--- src/rtl/wfu_pkg.sv ---
// shared types and constants for the websocket frame unmasker
// no dependencies
package wfu_pkg;

    typedef struct packed {
        logic [7:0] rx_byte;
        logic       frame_start;
    } item_t;

    typedef struct packed {
        logic [7:0] payload_byte;
        logic [2:0] status;
        logic       last_of_frame;
    } result_t;

    localparam logic [2:0] ST_PAYLOAD = 3'd0;
    localparam logic [2:0] ST_CLOSE   = 3'd1;
    localparam logic [2:0] ST_BADOP   = 3'd2;
    localparam logic [2:0] ST_BADLEN  = 3'd3;
    localparam logic [2:0] ST_EMPTY   = 3'd4;

    localparam logic [7:0] OP_TEXT_FINAL = 8'd129;
    localparam logic [7:0] OP_CLOSE      = 8'd136;
    localparam logic [6:0] LEN_FIELD     = 7'h7F;
    localparam logic [6:0] LEN_MAX_SHORT = 7'd125;

endpackage

--- src/rtl/wfu_parser.sv ---
// frame parser: phase, mask key, length and mask position state
// one byte per step; depends on wfu_pkg
module wfu_parser
    import wfu_pkg::*;
(
    input  logic    clk,
    input  logic    rst_n,
    input  logic    step,
    input  item_t   item,
    output logic    has_result,
    output result_t result
);

    typedef enum logic [2:0] {
        PH_WAIT    = 3'd0,
        PH_LEN     = 3'd1,
        PH_MASK    = 3'd2,
        PH_PAYLOAD = 3'd3,
        PH_DISCARD = 3'd4
    } phase_t;

    phase_t      phase_reg, phase_next, phase_eff;
    logic [31:0] mask_key_reg, mask_key_next;
    logic [6:0]  bytes_left_reg, bytes_left_next;
    logic [1:0]  mask_pos_reg, mask_pos_next;
    logic [7:0]  mask_byte;
    logic [6:0]  len;

    assign len       = item.rx_byte[6:0] & LEN_FIELD;
    assign mask_byte = mask_key_reg[{mask_pos_reg, 3'b000} +: 8];

    always_comb
    begin
        phase_eff       = item.frame_start ? PH_WAIT : phase_reg;
        phase_next      = phase_eff;
        mask_key_next   = mask_key_reg;
        bytes_left_next = bytes_left_reg;
        mask_pos_next   = mask_pos_reg;
        has_result      = 1'b0;
        result          = '{payload_byte: 8'd0, status: ST_PAYLOAD, last_of_frame: 1'b1};
        case (phase_eff)
            PH_WAIT:
            begin
                if (item.rx_byte == OP_TEXT_FINAL)
                begin
                    phase_next = PH_LEN;
                end
                else
                begin
                    phase_next    = PH_DISCARD;
                    has_result    = 1'b1;
                    result.status = (item.rx_byte == OP_CLOSE) ? ST_CLOSE : ST_BADOP;
                end
            end
            PH_LEN:
            begin
                if (len > LEN_MAX_SHORT)
                begin
                    phase_next    = PH_DISCARD;
                    has_result    = 1'b1;
                    result.status = ST_BADLEN;
                end
                else
                begin
                    bytes_left_next = len;
                    mask_pos_next   = 2'd0;
                    mask_key_next   = 32'd0;
                    phase_next      = PH_MASK;
                end
            end
            PH_MASK:
            begin
                mask_key_next[{mask_pos_reg, 3'b000} +: 8] = item.rx_byte;
                mask_pos_next = mask_pos_reg + 2'd1;
                if (mask_pos_reg == 2'd3)
                begin
                    if (bytes_left_reg == 7'd0)
                    begin
                        phase_next    = PH_WAIT;
                        has_result    = 1'b1;
                        result.status = ST_EMPTY;
                    end
                    else
                    begin
                        phase_next = PH_PAYLOAD;
                    end
                end
            end
            PH_PAYLOAD:
            begin
                mask_pos_next        = mask_pos_reg + 2'd1;
                bytes_left_next      = bytes_left_reg - 7'd1;
                has_result           = 1'b1;
                result.payload_byte  = item.rx_byte ^ mask_byte;
                result.last_of_frame = (bytes_left_reg == 7'd1);
                if (bytes_left_reg == 7'd1)
                begin
                    phase_next = PH_WAIT;
                end
            end
            default:
            begin
                phase_next = PH_DISCARD;
            end
        endcase
    end

    always_ff @(posedge clk or negedge rst_n)
    begin
        if (!rst_n)
        begin
            phase_reg      <= PH_WAIT;
            mask_key_reg   <= 32'd0;
            bytes_left_reg <= 7'd0;
            mask_pos_reg   <= 2'd0;
        end
        else if (step)
        begin
            phase_reg      <= phase_next;
            mask_key_reg   <= mask_key_next;
            bytes_left_reg <= bytes_left_next;
            mask_pos_reg   <= mask_pos_next;
        end
    end

endmodule

--- src/rtl/wfu_out_reg.sv ---
// result register holding one transaction for the downstream side
// depends on wfu_pkg
module wfu_out_reg
    import wfu_pkg::*;
(
    input  logic    clk,
    input  logic    rst_n,
    input  logic    load,
    input  logic    load_valid,
    input  result_t load_data,
    input  logic    result_stall,
    output logic    busy,
    output logic    result_valid,
    output result_t result
);

    logic    valid_reg;
    result_t data_reg;

    // full and not taken this cycle
    assign busy         = valid_reg && result_stall;
    assign result_valid = valid_reg;
    assign result       = data_reg;

    always_ff @(posedge clk or negedge rst_n)
    begin
        if (!rst_n)
        begin
            valid_reg <= 1'b0;
        end
        else if (load)
        begin
            valid_reg <= load_valid;
        end
        else if (!result_stall)
        begin
            valid_reg <= 1'b0;
        end
    end

    always_ff @(posedge clk)
    begin
        if (load && load_valid)
        begin
            data_reg <= load_data;
        end
    end

endmodule

--- src/rtl/websocket_frame_unmasker.sv ---
// top level of the websocket frame unmasker
// depends on wfu_pkg, wfu_parser and wfu_out_reg
//
// item channel: one received byte a transaction, with frame_start marking a
// first header byte. result channel: unmasked payload bytes or a status
// (close, bad opcode, unsupported length, empty frame), last_of_frame set on
// the final payload byte and on every status. a byte that causes no result
// (header, length, mask, discarded) shows nothing on the result channel.
// path: an accepted byte is held in the input register, then parsed on its
// way into the result register once that register is not busy, and its
// result shows on result_valid once it has been loaded there.
// throughput: one byte per cycle while the result side does not stall; the
// parser state update and one xor sit between the two registers.
// reset: parser waits for a first header byte, mask key and counters clear,
// both registers empty.
// stall: while a result waits under result_stall the input register holds
// its byte and item_stall rises once it is also full.
module websocket_frame_unmasker
    import wfu_pkg::*;
(
    input  logic    clk,
    input  logic    rst_n,
    input  logic    item_valid,
    output logic    item_stall,
    input  item_t   item,
    output logic    result_valid,
    input  logic    result_stall,
    output result_t result
);

    logic    in_valid_reg;
    item_t   in_data_reg;
    logic    advance;
    logic    out_busy;
    logic    has_result;
    result_t parsed;

    assign advance    = in_valid_reg && !out_busy;
    assign item_stall = in_valid_reg && out_busy;

    always_ff @(posedge clk or negedge rst_n)
    begin
        if (!rst_n)
        begin
            in_valid_reg <= 1'b0;
        end
        else if (!item_stall)
        begin
            in_valid_reg <= item_valid;
        end
    end

    always_ff @(posedge clk)
    begin
        if (!item_stall && item_valid)
        begin
            in_data_reg <= item;
        end
    end

    wfu_parser u_parser (
        .clk        (clk),
        .rst_n      (rst_n),
        .step       (advance),
        .item       (in_data_reg),
        .has_result (has_result),
        .result     (parsed)
    );

    wfu_out_reg u_out (
        .clk          (clk),
        .rst_n        (rst_n),
        .load         (advance),
        .load_valid   (has_result),
        .load_data    (parsed),
        .result_stall (result_stall),
        .busy         (out_busy),
        .result_valid (result_valid),
        .result       (result)
    );

endmodule

--- config.mk ---
export PLATFORM = sky130hd
export DESIGN_NAME = websocket_frame_unmasker
export DESIGN_NICKNAME = d
export VERILOG_FILES = /design/src/rtl/wfu_pkg.sv /design/src/rtl/wfu_parser.sv /design/src/rtl/wfu_out_reg.sv /design/src/rtl/websocket_frame_unmasker.sv
export SDC_FILE = /design/constraint.sdc
export NUM_CORES = 1
export LEC_CHECK = 0
export BUFFER_PORTS_ARGS = -buffer_cell sky130_fd_sc_hd__buf_2
export CAP_MARGIN = 20
export CORE_MARGIN = 8
export CORE_UTILIZATION = 54
export DETAILED_ROUTE_END_ITERATION = 6
export PLACE_DENSITY = 0.74
export SLEW_MARGIN = 10
export SYNTH_ARGS = -nofsm -noshare
export SYNTH_HDL_FRONTEND = slang
export SYNTH_SLANG_ARGS = --single-unit
--- constraint.sdc ---
create_clock -name clk -period 2.4 [get_ports clk]
set_input_delay 0.24 -clock clk [delete_from_list [all_inputs] [get_ports clk]]
set_output_delay 0.24 -clock clk [all_outputs]
set_load 0.01 [all_outputs]
==> flow_metrics.env <==
export IMPL_outcome="complete, no violations"
export IMPL_met1_usage_pct=25.5
export IMPL_p_int_mw=1.82
export IMPL_hold_path_class="in2reg"
export IMPL_syn_avg_cell_area_um2=11.0
export IMPL_regToRegStartpoint="u_parser.phase_reg[0]"
export IMPL_clock_tree_from_tritoncts="yes"
export IMPL_synth_seq_area_share_pct=51.0
export IMPL_rsz0062_at_grt="false"
export IMPL_clock_insertion_delay_worst_skew_ns=0.36
export IMPL_post_synth_most_frequent_cells="46 x sky130_fd_sc_hd__dfrtp_1, 34 x sky130_fd_sc_hd__nand2_1, 25 x sky130_fd_sc_hd__nand3_1"
export IMPL_avgViaCountPerCell=5.98
export IMPL_timing_critical_path_arrival_ns=2.22
export IMPL_die_x_extent_um=96.4
export IMPL_critical_path_max_fanout=12
export IMPL_fraction_of_power_consumed_by_combinational_cells_pct=9.5
export IMPL_synth_async_sr_flop_share_pct=68.7
export IMPL_detailroute_via_count=2589
export IMPL_cp_required_ns=2.46
export IMPL_grt_start_max_net_pins=32
export IMPL_worstSetupEndpointType="flip-flop"
export IMPL_die_height_um=96.4
export IMPL_timing_fmax_mhz=463
export IMPL_grt_usage_pct=19.0
export IMPL_yosys_warnings=0
export IMPL_placeableCoreArea_um2=6310
export IMPL_postLayoutCoreUtil_pct=62.2
export IMPL_post_route_drc_count=0
export IMPL_drive_above_1_share_pct=22.5
export IMPL_yosysUniqueCellTypes=56
export IMPL_netSwitchingPower_mw=0.658
export IMPL_launch_point_of_the_worst_hold_path="item[5]"
export IMPL_cts_max_path_buffers=2
export IMPL_syn_num_nets=338
export IMPL_finalHoldViolCount=0
export IMPL_grt_antenna_before_repair=0
export IMPL_ys_flop_type="sky130_fd_sc_hd__dfrtp_1"
export IMPL_initial_core_util_pct=55.4
export IMPL_antenna_left=0
export IMPL_whs_ns=0.0619
export IMPL_tightest_slew_ns=0.716
export IMPL_seqCellArea_um2=1780
export IMPL_floorplan_die_area_um2=9300
export IMPL_insertedDiodeCount=0
export IMPL_synth_largest_area_cell="sky130_fd_sc_hd__dfrtp_1"
export IMPL_overflow=0
export IMPL_timing_worst_setup_path_type="reg2reg"
export IMPL_leakage_nw=1.63
export IMPL_gr_usage_met2_pct=29.2
export IMPL_timing_max_cap_violations=0
export IMPL_area_of_the_mapped_netlist_um2=3490
export IMPL_htreeDepth=3
export IMPL_crit_path_start_kind="flip-flop"
export IMPL_startpoint="u_parser.phase_reg[0]"
export IMPL_synth_area_leaders="sky130_fd_sc_hd__dfrtp_1 33%, sky130_fd_sc_hd__edfxtp_1 18%, sky130_fd_sc_hd__mux4_2 5.2%, sky130_fd_sc_hd__nand2_1 3.7%, sky130_fd_sc_hd__nand3_1 3.6%"
export IMPL_buffer_ports_inserted=26
export IMPL_clockRootBuffer="sky130_fd_sc_hd__clkbuf_8"
export IMPL_power_frac_clock_pct=39.5
export IMPL_timing_final_crit_share_pct=90.0
export IMPL_grt_pass1_vias=2598
export IMPL_post_cts_resize_count=0
export IMPL_grt_pass1_wl_um=13300
export IMPL_worst_setup_hold_path_clk_slew_ns=0.08
export IMPL_setup_viol_count_final=0
export IMPL_grtUsageMet3_pct=3.94
export IMPL_flow_area_growth_from_synthesis_pct=12.4
export IMPL_vdd_drop_max_uv=616
export IMPL_finalWeightedCongestion=0.894
export IMPL_nets=372
export IMPL_layout_filler_cells=525
export IMPL_timing_clock_skew_ns=0.0122
export IMPL_largest_register_ffs=32
export IMPL_cts_repair_timing_setup_buffer_count=0
export IMPL_relSlewSlack_pct=51.8
export IMPL_dp_final_hpwl_um=5900
export IMPL_detail_route_wl_per_cell_um=18.6
export IMPL_power_sequential_fraction_pct=51.0
export IMPL_area_share_of_the_leading_cell_type_in_the_synthesized_netlist_pct=32.9
export IMPL_drtPass1Iterations=4
export IMPL_numCtsBuffers=9
export IMPL_drt_initial_drc_count=163
export IMPL_cts_num_sinks=67
export IMPL_power_per_cell_area_nw_per_um2=630
export IMPL_wire_length_reported_by_the_detailed_router_um=8060
export IMPL_row_count=29
export IMPL_synth_cells=317
export IMPL_sw_frac_of_total_pct=26.6
export IMPL_fin_crit_ns=2.16
export IMPL_multiInputGateArea_um2=1500
export IMPL_count_of_pins_on_the_block_boundary=27
export IMPL_yosys_register_bits=67
export IMPL_timing_max_transition_violations_final=0
export IMPL_fin_tns_setup_ns=0
export IMPL_global_route_peak_usage_layer="met2"
export IMPL_synth_enable_flop_cells=21
export IMPL_most_used_standard_cell_by_instance_count_after_synthesis="sky130_fd_sc_hd__dfrtp_1"
## final timing paths
| check | to | slack (ns) | cells after the start |
|---|---|---|---|
| setup reg to reg | u_out.result[7] | 0.24 | 5 |
| setup / recovery | u_out.result[7] | 0.24 | 5 |
| max in group asynchronous | u_parser.mask_key_reg[3] | 1.33 | 3 |
| min in group asynchronous | u_out.result_valid | 0.33 | 2 |
| hold reg to reg | u_parser.mask_key_reg[5] | 0.51 | 1 |
| hold / removal | in_data_reg[5] | 0.06 | 1 |
## cell usage in the layout, fill, tap and decap left out, types with 13 or more instances in the layout
master                      n
sky130_fd_sc_hd__dfrtp_1   46
sky130_fd_sc_hd__nand3_1   25
sky130_fd_sc_hd__nand2_1   34
sky130_fd_sc_hd__buf_4     17
sky130_fd_sc_hd__inv_1     21
sky130_fd_sc_hd__edfxtp_1  21
sky130_fd_sc_hd__buf_2     26
sky130_fd_sc_hd__o21ai_1   16
sky130_fd_sc_hd__o21ai_0   13
sky130_fd_sc_hd__nor2_1    14
## worst max-delay path: stages (launching register included)
cell                      delay [ns]
sky130_fd_sc_hd__dfrtp_1        0.51
sky130_fd_sc_hd__or4b_1         0.51
sky130_fd_sc_hd__nor3_1         0.32
sky130_fd_sc_hd__a21oi_1        0.16
sky130_fd_sc_hd__a31oi_2        0.15
sky130_fd_sc_hd__buf_4          0.22
## logic make-up (layout without fill, tap and decap cells)
kind of cell    Yosys count  count (layout)  synth area share, %
simple gates            108             108                 17.7
compound gates           67              67                 12.5
flops                    67              67                 51.0
buf+inv                  42              81                 6.27
mux                      17              17                 7.73
fa+ha+maj                 8               8                 2.86
xor+xnor                  8               8                 2.01
## metrics by stage
stage | cells | instance area, um^2 | power, mW | worst slack (ns)
global route | 433 | 3930 | 2.56 | 0.142
detailed placement | 416 | 3710 | 1.52 | 0.303
CTS | 433 | 3930 | 2.49 | 0.301
finish | 433 | 3930 | 2.47 | 0.240
floorplan | 317 | 3500 | 1.43 | 0.225
global placement | 416 | 3710 | 1.52 | 0.360
## layer usage
layer	vias to the layer above	part of all wire [%]
met5	-	0
met4	0	1.9
met3	14	6.2
met2	95	45
met1	1269	47
li1	1211	-
## repair_timing
item / in CTS / in global routing
hold endpoints to repair: 15 / 0
endpoints found under the setup margin: 0 / 0
hold buffers: 1 / 0
## power groups by stage
stage | Sequential, mW | Clock [mW] | Combinational, mW
2_1_floorplan | 1.28 | 0 | 0.152
3_3_place_gp | 1.28 | 0 | 0.232
3_5_place_dp | 1.28 | 0 | 0.234
4_1_cts | 1.26 | 0.993 | 0.236
5_1_grt | 1.27 | 1.04 | 0.257
6_report | 1.26 | 0.978 | 0.234
## layout make-up
cell class,count,area share (%)
inverter,21,2.01
multi-input combinational,208,38.2
sequential,67,45.4
timing repair buffer,44,6.82
tap,77,2.45
clock inverter,7,2.04
clock buffer,9,3.15
Power figures use the tool's default switching activity.
